**src/hdl/limb_stream_right_shift_halve_macros.svh**
```systemverilog
// Assertion helpers shared by the RTL files.
// Each macro takes a label, clock, active-low reset, the check and a message.
`ifndef LIMB_STREAM_RIGHT_SHIFT_HALVE_MACROS_SVH
`define LIMB_STREAM_RIGHT_SHIFT_HALVE_MACROS_SVH
`ifndef SYNTHESIS
`define LSRH_ASSERT_NOW(lbl, ck, rn, cond, msg) \
    lbl: assert property (@(posedge ck) disable iff (!rn) (cond)) else $error(msg);
`define LSRH_ASSERT_IMPL(lbl, ck, rn, ante, cons, msg) \
    lbl: assert property (@(posedge ck) disable iff (!rn) (ante) |-> (cons)) else $error(msg);
`define LSRH_ASSERT_NEXT(lbl, ck, rn, ante, cons, msg) \
    lbl: assert property (@(posedge ck) disable iff (!rn) (ante) |=> (cons)) else $error(msg);
`else
`define LSRH_ASSERT_NOW(lbl, ck, rn, cond, msg)
`define LSRH_ASSERT_IMPL(lbl, ck, rn, ante, cons, msg)
`define LSRH_ASSERT_NEXT(lbl, ck, rn, ante, cons, msg)
`endif
`endif

```
**src/hdl/lsrh_pkg.sv**
```systemverilog
`default_nettype none
package lsrh_pkg;

    localparam int DATA_W = 64;
    localparam int ADDR_W = 5;

    // register indexes (paddr[4:3])
    localparam logic [1:0] REG_MODE  = 2'd0;
    localparam logic [1:0] REG_SHIFT = 2'd1;
    localparam logic [1:0] REG_FILL  = 2'd2;

    // mode codes; the unused code behaves as shift
    localparam logic [1:0] MODE_SHIFT = 2'd0;
    localparam logic [1:0] MODE_ADD   = 2'd1;
    localparam logic [1:0] MODE_SUB   = 2'd2;

    typedef struct packed {
        logic [63:0] limb_a;
        logic [63:0] limb_b;
        logic        last;
    } req_item_t;

    typedef struct packed {
        logic [63:0] result_limb;
        logic        result_last;
        logic [63:0] out_bits;
    } rsp_item_t;

    typedef struct packed {
        logic push0;
        logic push1;
    } q_push_t;

endpackage
`default_nettype wire

```
**src/hdl/lsrh_limb_alu.sv**
```systemverilog
`default_nettype none
// One limb step: shift, add-halve or sub-halve pieces.
module lsrh_limb_alu #(
    parameter int LIMB_WIDTH = 64
) (
    input  wire logic [1:0]            mode,
    input  wire logic [5:0]            shift_amount,
    input  wire logic [LIMB_WIDTH-1:0] fill,
    input  wire logic [LIMB_WIDTH-1:0] a,
    input  wire logic [LIMB_WIDTH-1:0] b,
    input  wire logic                  cin,
    output logic      [LIMB_WIDTH-1:0] part,
    output logic      [LIMB_WIDTH-1:0] top,
    output logic      [LIMB_WIDTH-1:0] first_bits,
    output logic      [LIMB_WIDTH-1:0] tail,
    output logic                       cnew
);

    localparam int LW = LIMB_WIDTH;

    logic [LW:0]   sum;
    logic [LW:0]   diff;
    logic [LW-1:0] r;
    logic          c;
    logic [5:0]    s;
    logic [6:0]    rs;
    logic [LW-1:0] hi_mask;

    always_comb
    begin
        sum     = {1'b0, a} + {1'b0, b} + {{LW{1'b0}}, cin};
        diff    = {1'b0, a} - {1'b0, b} - {{LW{1'b0}}, cin};
        // counts of LW or more saturate to LW-1
        s       = (int'(shift_amount) > LW - 1) ? 6'(LW - 1) : shift_amount;
        rs      = 7'(LW) - {1'b0, s};
        hi_mask = {LW{1'b1}} << rs;

        r = sum[LW-1:0];
        c = sum[LW];
        if (mode == lsrh_pkg::MODE_SUB)
        begin
            r = diff[LW-1:0];
            c = diff[LW];
        end

        case (mode)
            lsrh_pkg::MODE_ADD, lsrh_pkg::MODE_SUB:
            begin
                part       = {1'b0, r[LW-1:1]};
                top        = {r[0], {(LW-1){1'b0}}};
                first_bits = {{(LW-1){1'b0}}, r[0]};
                tail       = {c, {(LW-1){1'b0}}};
                cnew       = c;
            end
            default:
            begin
                cnew = 1'b0;
                if (s == 6'd0)
                begin
                    part       = a;
                    top        = '0;
                    first_bits = '0;
                    tail       = '0;
                end
                else
                begin
                    part       = a >> s;
                    top        = a << rs;
                    first_bits = a << rs;
                    tail       = fill & hi_mask;
                end
            end
        endcase
    end

endmodule
`default_nettype wire

```
**src/hdl/lsrh_out_queue.sv**
```systemverilog
`default_nettype none
`include "limb_stream_right_shift_halve_macros.svh"
// Three-entry result queue; takes up to two results per cycle.
module lsrh_out_queue (
    input  wire logic                clk,
    input  wire logic                rst_n,
    input  wire lsrh_pkg::q_push_t   push,
    input  wire lsrh_pkg::rsp_item_t item0,
    input  wire lsrh_pkg::rsp_item_t item1,
    output logic [1:0]               space,
    output logic                     rsp_valid,
    input  wire logic                rsp_ready,
    output lsrh_pkg::rsp_item_t      rsp
);

    logic [1:0]          count_reg;
    logic [1:0]          count_next;
    logic [1:0]          head_reg;
    logic [1:0]          head_next;
    logic                pop;
    logic [2:0]          tail_sum;
    logic [1:0]          tail0;
    logic [1:0]          tail1;
    lsrh_pkg::rsp_item_t slot_reg [3];

    // slot after p, wrapping at three
    function automatic logic [1:0] next_slot(input logic [1:0] p);
        return (p == 2'd2) ? 2'd0 : p + 2'd1;
    endfunction

    always_comb
    begin
        pop        = (count_reg != 2'd0) && rsp_ready;
        tail_sum   = {1'b0, head_reg} + {1'b0, count_reg};
        tail0      = (tail_sum >= 3'd3) ? 2'(tail_sum - 3'd3) : tail_sum[1:0];
        tail1      = next_slot(tail0);
        count_next = count_reg - {1'b0, pop} + {1'b0, push.push0} + {1'b0, push.push1};
        head_next  = pop ? next_slot(head_reg) : head_reg;
        space      = 2'd3 - count_reg;
        rsp_valid  = count_reg != 2'd0;
        rsp        = slot_reg[head_reg];
    end

    always_ff @(posedge clk or negedge rst_n)
    begin
        if (!rst_n)
        begin
            count_reg <= 2'd0;
            head_reg  <= 2'd0;
        end
        else
        begin
            count_reg <= count_next;
            head_reg  <= head_next;
        end
    end

    always_ff @(posedge clk)
    begin
        if (push.push0)
        begin
            slot_reg[tail0] <= item0;
        end
        if (push.push1)
        begin
            slot_reg[tail1] <= item1;
        end
    end

    `LSRH_ASSERT_NOW(a_head_range, clk, rst_n, head_reg != 2'd3, "queue head out of range")
    `LSRH_ASSERT_IMPL(a_push_order, clk, rst_n, push.push1, push.push0, "second push without first")
    `LSRH_ASSERT_IMPL(a_no_overflow, clk, rst_n, push.push0, count_reg != 2'd3, "push into full queue")

endmodule
`default_nettype wire

```
**src/hdl/limb_stream_right_shift_halve.sv**
```systemverilog
`default_nettype none
`include "limb_stream_right_shift_halve_macros.svh"
// Streaming multi-limb right shift / halving unit. Operands arrive one limb per
// request, least significant first, with last on the top limb. mode 0 shifts A
// right by shift_amount (top bits filled from carry_fill, zero count copies A);
// mode 1 gives (A+B+c)>>1 and mode 2 gives (A-B-b)>>1, with bit 0 of carry_fill
// as the initial carry or borrow. Each result limb is sent one limb late, so a
// multi-limb operand's last request yields two result limbs and a single-limb
// operand yields one; the final limb carries out_bits. Rate: one limb per
// cycle when the result side keeps up; the three-entry result queue absorbs
// the extra result of a last limb, so back-to-back requests never wait on it.
// A request is registered, then its results pass the result queue. The rate
// is set by the loop through the held limb and carry registers.
// Registers (64-bit APB, address 8*i): 0 mode, 8 shift_amount, 16 carry_fill;
// write them only while the block is idle.
module limb_stream_right_shift_halve #(
    parameter int LIMB_WIDTH = 64
) (
    input  wire logic                              clk,
    input  wire logic                              rst_n,
    // request side
    input  wire logic                              req_valid,
    output logic                                   req_ready,
    input  wire lsrh_pkg::req_item_t               req,
    // result side
    output logic                                   rsp_valid,
    input  wire logic                              rsp_ready,
    output lsrh_pkg::rsp_item_t                    rsp,
    // configuration
    input  wire logic                              psel,
    input  wire logic                              penable,
    input  wire logic                              pwrite,
    input  wire logic [lsrh_pkg::ADDR_W-1:0]       paddr,
    input  wire logic [lsrh_pkg::DATA_W-1:0]       pwdata,
    output logic      [lsrh_pkg::DATA_W-1:0]       prdata,
    output logic                                   pready
);

    localparam int LW = LIMB_WIDTH;

    // configuration registers
    logic [1:0]  mode_reg;
    logic [5:0]  shift_reg;
    logic [63:0] fill_reg;
    logic        cfg_wr;

    // input register
    logic                in_valid_reg;
    logic                in_valid_next;
    lsrh_pkg::req_item_t in_item_reg;
    logic                accept;

    // per-operand state
    logic [LW-1:0] held_partial_reg;
    logic [LW-1:0] held_partial_next;
    logic          running_carry_reg;
    logic          running_carry_next;
    logic          at_first_reg;
    logic          at_first_next;
    logic [LW-1:0] saved_out_bits_reg;
    logic [LW-1:0] saved_out_bits_next;

    // datapath
    logic          cin;
    logic [LW-1:0] part;
    logic [LW-1:0] top;
    logic [LW-1:0] first_bits;
    logic [LW-1:0] tail;
    logic          cnew;
    logic [LW-1:0] sob;
    logic [1:0]    need;
    logic [1:0]    space;
    logic          consume;

    lsrh_pkg::q_push_t   push;
    lsrh_pkg::rsp_item_t item0;
    lsrh_pkg::rsp_item_t item1;
    lsrh_pkg::rsp_item_t mid_item;
    lsrh_pkg::rsp_item_t fin_item;

    // ---------------- configuration port ----------------
    assign pready = 1'b1;
    assign cfg_wr = psel && penable && pwrite && pready;

    always_ff @(posedge clk or negedge rst_n)
    begin
        if (!rst_n)
        begin
            mode_reg  <= lsrh_pkg::MODE_SHIFT;
            shift_reg <= 6'd0;
            fill_reg  <= 64'd0;
        end
        else if (cfg_wr)
        begin
            case (paddr[4:3])
                lsrh_pkg::REG_MODE:  mode_reg  <= pwdata[1:0];
                lsrh_pkg::REG_SHIFT: shift_reg <= pwdata[5:0];
                lsrh_pkg::REG_FILL:  fill_reg  <= pwdata;
                default:             ;
            endcase
        end
    end

    always_comb
    begin
        case (paddr[4:3])
            lsrh_pkg::REG_MODE:  prdata = 64'(mode_reg);
            lsrh_pkg::REG_SHIFT: prdata = 64'(shift_reg);
            lsrh_pkg::REG_FILL:  prdata = fill_reg;
            default:             prdata = 64'd0;
        endcase
    end

    // ---------------- input register ----------------
    // A request is taken whenever the register is empty or drains this cycle;
    // ready depends on local registers only, never on rsp_ready.
    assign req_ready = !in_valid_reg || consume;
    assign accept    = req_valid && req_ready;

    always_comb
    begin
        in_valid_next = in_valid_reg;
        if (accept)
        begin
            in_valid_next = 1'b1;
        end
        else if (consume)
        begin
            in_valid_next = 1'b0;
        end
    end

    always_ff @(posedge clk or negedge rst_n)
    begin
        if (!rst_n)
        begin
            in_valid_reg <= 1'b0;
        end
        else
        begin
            in_valid_reg <= in_valid_next;
        end
    end

    always_ff @(posedge clk)
    begin
        if (accept)
        begin
            in_item_reg <= req;
        end
    end

    // ---------------- limb step ----------------
    // carry/borrow seed comes from carry_fill bit 0 on the first limb
    assign cin = at_first_reg ? fill_reg[0] : running_carry_reg;

    lsrh_limb_alu #(
        .LIMB_WIDTH (LIMB_WIDTH)
    ) u_alu (
        .mode         (mode_reg),
        .shift_amount (shift_reg),
        .fill         (fill_reg[LW-1:0]),
        .a            (in_item_reg.limb_a[LW-1:0]),
        .b            (in_item_reg.limb_b[LW-1:0]),
        .cin          (cin),
        .part         (part),
        .top          (top),
        .first_bits   (first_bits),
        .tail         (tail),
        .cnew         (cnew)
    );

    always_comb
    begin
        // out_bits of an operand are fixed by its first limb
        sob = at_first_reg ? first_bits : saved_out_bits_reg;

        mid_item.result_limb = 64'(held_partial_reg | top);
        mid_item.result_last = 1'b0;
        mid_item.out_bits    = 64'd0;

        fin_item.result_limb = 64'(part | tail);
        fin_item.result_last = 1'b1;
        fin_item.out_bits    = 64'(sob);

        // results this limb produces: pending limb unless first, final if last
        need    = {1'b0, !at_first_reg} + {1'b0, in_item_reg.last};
        consume = in_valid_reg && (space >= need);

        push.push0 = consume && (!at_first_reg || in_item_reg.last);
        push.push1 = consume && !at_first_reg && in_item_reg.last;
        item0      = at_first_reg ? fin_item : mid_item;
        item1      = fin_item;

        held_partial_next   = held_partial_reg;
        running_carry_next  = running_carry_reg;
        at_first_next       = at_first_reg;
        saved_out_bits_next = saved_out_bits_reg;
        if (consume)
        begin
            held_partial_next   = part;
            running_carry_next  = cnew;
            at_first_next       = in_item_reg.last;
            saved_out_bits_next = sob;
        end
    end

    always_ff @(posedge clk or negedge rst_n)
    begin
        if (!rst_n)
        begin
            held_partial_reg   <= '0;
            running_carry_reg  <= 1'b0;
            at_first_reg       <= 1'b1;
            saved_out_bits_reg <= '0;
        end
        else
        begin
            held_partial_reg   <= held_partial_next;
            running_carry_reg  <= running_carry_next;
            at_first_reg       <= at_first_next;
            saved_out_bits_reg <= saved_out_bits_next;
        end
    end

    // ---------------- result queue ----------------
    lsrh_out_queue u_queue (
        .clk       (clk),
        .rst_n     (rst_n),
        .push      (push),
        .item0     (item0),
        .item1     (item1),
        .space     (space),
        .rsp_valid (rsp_valid),
        .rsp_ready (rsp_ready),
        .rsp       (rsp)
    );

    `LSRH_ASSERT_NEXT(a_hold_item, clk, rst_n, in_valid_reg && !consume, in_valid_reg && $stable(in_item_reg), "waiting request lost or changed")
    `LSRH_ASSERT_IMPL(a_pair_room, clk, rst_n, push.push1, space >= 2'd2, "result pair without room")
    `LSRH_ASSERT_IMPL(a_ready_when_empty, clk, rst_n, !in_valid_reg, req_ready, "empty stage not ready")

endmodule
`default_nettype wire
```
**config.mk**
```make
export PLATFORM = sky130hd
export DESIGN_NAME = limb_stream_right_shift_halve
export DESIGN_NICKNAME = d
export VERILOG_FILES = /design/src/hdl/lsrh_pkg.sv /design/src/hdl/lsrh_limb_alu.sv /design/src/hdl/lsrh_out_queue.sv /design/src/hdl/limb_stream_right_shift_halve.sv
export VERILOG_INCLUDE_DIRS = /design/src /design/src/hdl
export SDC_FILE = /design/constraint.sdc
export NUM_CORES = 2
export LEC_CHECK = 0
export BUFFER_PORTS_ARGS = -buffer_cell sky130_fd_sc_hd__buf_2
export CAP_MARGIN = 25
export CORE_MARGIN = 1
export CORE_UTILIZATION = 40
export DETAILED_ROUTE_END_ITERATION = 8
export GPL_ROUTABILITY_DRIVEN = 0
export RECOVER_POWER = 50
export SKIP_CTS_REPAIR_TIMING = 1
export SLEW_MARGIN = 20
export SYNTH_ARGS = -nofsm -noshare
export SYNTH_HDL_FRONTEND = slang
export SYNTH_SLANG_ARGS = --single-unit
```
**constraint.sdc**
```tcl
create_clock -name clk -period 6.7 [get_ports clk]
set_input_delay 0.67 -clock clk [delete_from_list [all_inputs] [get_ports clk]]
set_output_delay 0.67 -clock clk [all_outputs]
set_load 0.02 [all_outputs]
```
==> tab_implementation.tex <==
\begin{tabular}{lr}
\hline
Metric & Value \\
\hline
\multicolumn{2}{l}{\textbf{Route}} \\
Drt initial violations & 6916 \\
Top layer used by detailed routing & met5 \\
Wire length reported by the detailed router & 213 mm \\
Number of antenna-violating nets in the routed design & 0 \\
Mean routed wirelength per cell & 28.2 um \\
Via count of the routed design & 48000 \\
Met2 wire length & 91.2 mm \\
DRC violations left & 0 \\
Vias per cell & 6.37 \\
Wire length the detailed router placed on met1 & 81.4 mm \\
Total met3 wirelength after detailed routing & 25.9 mm \\
Total iterations of the first detailed-routing run & 7 \\
\multicolumn{2}{l}{\textbf{Hold path}} \\
Class of the tightest hold or removal check & input pin to flip-flop \\
Hold\_sp & req[29] \\
Number of cells traversed by the worst hold path & 1 \\
Destination of the worst hold path & in\_item\_reg[29] \\
\multicolumn{2}{l}{\textbf{Yosys}} \\
Syn. warnings & 0 \\
Cell area after technology mapping & 51700 um2 \\
Share of synthesized registers carrying an async set or reset & 28.6\% \\
Post-Synthesis Mean Instance Area & 9.24 um2 \\
Cell type with the highest aggregate area in the netlist & sky130\_fd\_sc\_hd\_\_edfxtp\_1 \\
Post-synthesis cell type count & 98 \\
Dominant synthesized flop cell & sky130\_fd\_sc\_hd\_\_edfxtp\_1 \\
Syn nets & 6008 \\
Fraction of post-synthesis cell area in the top cell type by area & 29.8\% \\
Share of the yosys chip area belonging to registers & 39.9\% \\
Most area-consuming cells after synthesis & sky130\_fd\_sc\_hd\_\_edfxtp\_1, sky130\_fd\_sc\_hd\_\_dfrtp\_1, sky130\_fd\_sc\_hd\_\_nand2\_1 \\
FF+latch count, synth & 723 \\
Synthesized netlist cell count & 5596 \\
Post-synth EDFFs & 513 \\
\multicolumn{2}{l}{\textbf{Outcome}} \\
Outcome & complete, but fails checks \\
Violated checks & max-capacitance violations, max-slew violations \\
\multicolumn{2}{l}{\textbf{Global routing}} \\
Vias in the first global route & 45000 \\
Overflow after GRT & 0 \\
Initial antenna violation count & 5 \\
GR Util All Layers & 31.6\% \\
First-pass GRT wire length & 306 mm \\
Largest net degree at the start of global routing & 144 \\
\multicolumn{2}{l}{\textbf{Setup path}} \\
Largest stage delay on the critical path & 1310 ps \\
Critical Path RT & 7150 ps \\
Category of the most critical setup path & flip-flop to flip-flop \\
Cell family contributing the most delay on the critical path & simple AND/OR/NAND/NOR gates \\
CP Cell Sequence & nor3\_1 > nand2\_1 > xnor2\_2 > clkbuf\_1 > nor2\_1 > clkbuf\_1 > o211a\_1 > a31oi\_1 > nand2\_1 > o2bb2ai\_1 \\
Slowest CP cell & sky130\_fd\_sc\_hd\_\_clkbuf\_1 \\
Reg2reg end & u\_queue.slot\_reg[0][82] \\
R2R cell count & 10 \\
CP Launch Type & flip-flop \\
Reg-to-reg critical path startpoint & shift\_reg[2] \\
Biggest fanout along the worst timing path & 38 \\
Buffers \& Inverters on Critical Path & 2 \\
CP Data Arrival Time & 6740 ps \\
Kind of capture point of the worst setup path & flip-flop \\
Reg2Reg Setup Slack & 410 ps \\
\multicolumn{2}{l}{\textbf{Die}} \\
Initial cell density of the core & 40.4\% \\
Die area & 131000 um2 \\
Core region area & 128000 um2 \\
Ports placed on the boundary & 401 \\
Number of placement rows & 131 \\
Chip Height & 362 um \\
Horizontal extent of the die & 362 um \\
\multicolumn{2}{l}{\textbf{CTS}} \\
Clock edge transition at the registers on the reported setup and hold paths & 80 ps \\
Skew-Pair Late Insertion Delay & 720 ps \\
Clock sink total & 723 \\
Clock tree from TritonCTS & yes \\
CTS H-Tree Depth & 3 \\
Clock Tree Buf Depth & 3 \\
Clock root buffer master & sky130\_fd\_sc\_hd\_\_clkbuf\_16 \\
Inserted Clock Buffers & 83 \\
\multicolumn{2}{l}{\textbf{Layout}} \\
Final-layout fill cell count & 12500 \\
Max reg flops & 387 \\
Net count of the finished layout & 6208 \\
Fraction of final layout cells sized beyond drive strength 1 & 15.8\% \\
Area delta synth->final & 12.1\% \\
\multicolumn{2}{l}{\textbf{Timing}} \\
Worst Skew & 42.6 ps \\
Actual slew at the worst max-slew pin & 3770 ps \\
Highest clock frequency the design can meet & 159 MHz \\
Number of slew-limit violations in the final report & 514 \\
Worst slew margin relative to its limit & -151\% \\
Unrepaired setup endpoints after global routing & no \\
Number of setup violations in the final report & 0 \\
Final Critical Period & 6290 ps \\
Count of final hold-check violations & 0 \\
Final worst path period share & 93.9\% \\
Sum of negative setup slack & 0 ps \\
\multicolumn{2}{l}{\textbf{Placed design}} \\
Estimated wirelength of the detail-placed design & 155 mm \\
Quantity of I/O buffers inserted on ports & 396 \\
\multicolumn{2}{l}{\textbf{Job}} \\
Max-cap violation count & 12 \\
\hline
\end{tabular}
==> worst max-delay path by stage <==
stage                             start                       end  slack [ps]  cells after the start
floorplan           u_queue.head_reg[1]    u_queue.slot_reg[2][0]         280                     16
global placement           at_first_reg  u_queue.slot_reg[0][120]         880                     17
detailed placement         at_first_reg  u_queue.slot_reg[0][120]         860                     17
CTS                        at_first_reg  u_queue.slot_reg[0][120]         820                     17
global route        u_queue.head_reg[0]  u_queue.slot_reg[0][111]         240                     13
finish                     shift_reg[2]   u_queue.slot_reg[0][82]         410                     10
==> worst reg2reg max path, cell delays in order, from the launching register on <==
cell and delay, ps:
sky130_fd_sc_hd__dfrtp_1 830, sky130_fd_sc_hd__nor3_1 1030, sky130_fd_sc_hd__nand2_1 360, sky130_fd_sc_hd__xnor2_2 200
sky130_fd_sc_hd__clkbuf_1 1310, sky130_fd_sc_hd__nor2_1 560, sky130_fd_sc_hd__clkbuf_1 630, sky130_fd_sc_hd__o211a_1 350
sky130_fd_sc_hd__a31oi_1 520, sky130_fd_sc_hd__nand2_1 110, sky130_fd_sc_hd__o2bb2ai_1 160
==> cell type report <==
| cell class | instances | area, um2 | area share (%) |
|---|---|---|---|
| Inverter | 245 | 921 | 1.59 |
| Tap cell | 1662 | 2080 | 3.59 |
| Clock buffer | 109 | 2240 | 3.87 |
| Antenna cell | 2 | 5.00 | 0.00864 |
| Sequential cell | 723 | 20700 | 35.6 |
| Clock inverter | 46 | 482 | 0.831 |
| Multi-Input combinational cell | 4219 | 28600 | 49.4 |
| Timing Repair Buffer | 524 | 2950 | 5.09 |
==> cell families (layout without fill, tap and decap cells) <==
| kind of cell | after synthesis | after routing | synth area share (%) |
|---|---|---|---|
| AND/OR/NAND/NOR | 1750 | 1750 | 14.7 |
| XOR/XNOR | 103 | 103 | 1.74 |
| buffers and inverters | 654 | 924 | 5.00 |
| other | 1 | 3 | 0.00725 |
| multiplexers | 523 | 523 | 13.8 |
| adder cells (fa/ha/maj) | 207 | 207 | 5.10 |
| flip-flops | 723 | 723 | 39.9 |
| AO/OA/AOI/OAI | 1635 | 1635 | 19.8 |
==> cell usage in the layout (no fill, tap or decap), types with 18 or more instances in the layout <==
| cell | synthesis | routed |
|---|---|---|
| sky130_fd_sc_hd__a211oi_1 | 47 | 47 |
| sky130_fd_sc_hd__a21o_1 | 38 | 38 |
| sky130_fd_sc_hd__a21oi_1 | 373 | 372 |
| sky130_fd_sc_hd__a221oi_1 | 33 | 33 |
| sky130_fd_sc_hd__a31oi_1 | 47 | 47 |
| sky130_fd_sc_hd__and2_0 | 0 | 34 |
| sky130_fd_sc_hd__and2_1 | 90 | 55 |
| sky130_fd_sc_hd__and3_1 | 20 | 20 |
| sky130_fd_sc_hd__buf_2 | 48 | 317 |
| sky130_fd_sc_hd__buf_4 | 11 | 103 |
| sky130_fd_sc_hd__clkbuf_1 | 302 | 107 |
| sky130_fd_sc_hd__clkbuf_16 | 0 | 83 |
| sky130_fd_sc_hd__dfrtp_1 | 206 | 203 |
| sky130_fd_sc_hd__edfxtp_1 | 513 | 513 |
| sky130_fd_sc_hd__ha_1 | 201 | 198 |
| sky130_fd_sc_hd__inv_1 | 239 | 233 |
| sky130_fd_sc_hd__mux2_2 | 143 | 143 |
| sky130_fd_sc_hd__mux2i_1 | 243 | 243 |
| sky130_fd_sc_hd__mux4_2 | 137 | 137 |
| sky130_fd_sc_hd__nand2_1 | 829 | 825 |
| sky130_fd_sc_hd__nand2b_1 | 21 | 20 |
| sky130_fd_sc_hd__nand3_1 | 76 | 76 |
| sky130_fd_sc_hd__nand4_1 | 37 | 37 |
| sky130_fd_sc_hd__nor2_1 | 469 | 465 |
| sky130_fd_sc_hd__nor2b_1 | 34 | 31 |
| sky130_fd_sc_hd__nor3_1 | 76 | 75 |
| sky130_fd_sc_hd__nor4_1 | 28 | 28 |
| sky130_fd_sc_hd__o211ai_1 | 42 | 42 |
| sky130_fd_sc_hd__o21a_1 | 32 | 32 |
| sky130_fd_sc_hd__o21ai_0 | 509 | 507 |
| sky130_fd_sc_hd__o21ai_1 | 18 | 20 |
| sky130_fd_sc_hd__o21bai_1 | 22 | 22 |
| sky130_fd_sc_hd__o22ai_1 | 174 | 174 |
| sky130_fd_sc_hd__o2bb2ai_1 | 40 | 40 |
| sky130_fd_sc_hd__o31ai_1 | 81 | 81 |
| sky130_fd_sc_hd__or3_1 | 23 | 23 |
| sky130_fd_sc_hd__xnor2_1 | 85 | 79 |
| sky130_fd_sc_hd__xor2_1 | 18 | 18 |
==> cell usage after synthesis (17+ instances only) <==
cell type	number
sky130_fd_sc_hd__o21ai_0	509
sky130_fd_sc_hd__o2bb2ai_1	40
sky130_fd_sc_hd__o21bai_1	22
sky130_fd_sc_hd__inv_1	239
sky130_fd_sc_hd__a22oi_1	17
sky130_fd_sc_hd__buf_1	41
sky130_fd_sc_hd__o211ai_1	42
sky130_fd_sc_hd__or3_1	23
sky130_fd_sc_hd__o22ai_1	174
sky130_fd_sc_hd__a31oi_1	47
sky130_fd_sc_hd__a21o_1	38
sky130_fd_sc_hd__nor4_1	28
sky130_fd_sc_hd__o21ai_1	18
sky130_fd_sc_hd__nand3_1	76
sky130_fd_sc_hd__nor2_1	469
sky130_fd_sc_hd__edfxtp_1	513
sky130_fd_sc_hd__o21a_1	32
sky130_fd_sc_hd__o31ai_1	81
sky130_fd_sc_hd__a211oi_1	47
sky130_fd_sc_hd__nand2_1	829
sky130_fd_sc_hd__and2_1	90
sky130_fd_sc_hd__mux2i_1	243
sky130_fd_sc_hd__buf_2	48
sky130_fd_sc_hd__clkbuf_1	302
sky130_fd_sc_hd__dfrtp_1	206
sky130_fd_sc_hd__a21oi_1	373
sky130_fd_sc_hd__nor3_1	76
sky130_fd_sc_hd__mux4_2	137
sky130_fd_sc_hd__a221oi_1	33
sky130_fd_sc_hd__and3_1	20
sky130_fd_sc_hd__nand2b_1	21
sky130_fd_sc_hd__nand4_1	37
sky130_fd_sc_hd__xnor2_1	85
sky130_fd_sc_hd__xor2_1	18
sky130_fd_sc_hd__ha_1	201
sky130_fd_sc_hd__nor2b_1	34
sky130_fd_sc_hd__mux2_2	143
==> stage by stage <==
step                std cells  hold slack (ps)  util, %  setup slack (ps)  cell area [um2]
detailed placement       7372              446     43.3               865            55400
global route             7528              109     45.3               244            57900
floorplan                5596              374        -               276            51700
global placement         7372              437     43.3               882            55400
finish                   7530              122     45.3               407            58000
CTS                      7527            -49.7     45.5               821            58100
==> routing by layer <==
metal,global-route usage (%),vias up
li1,-,21100
met1,41.2,22900
met2,47.1,3345
met3,8.23,684
met4,18.5,6
met5,0,-
Power is left out: the tool's default activity adds up to more than one toggle a clock period on the data nets, which glitch-free logic cannot reach.
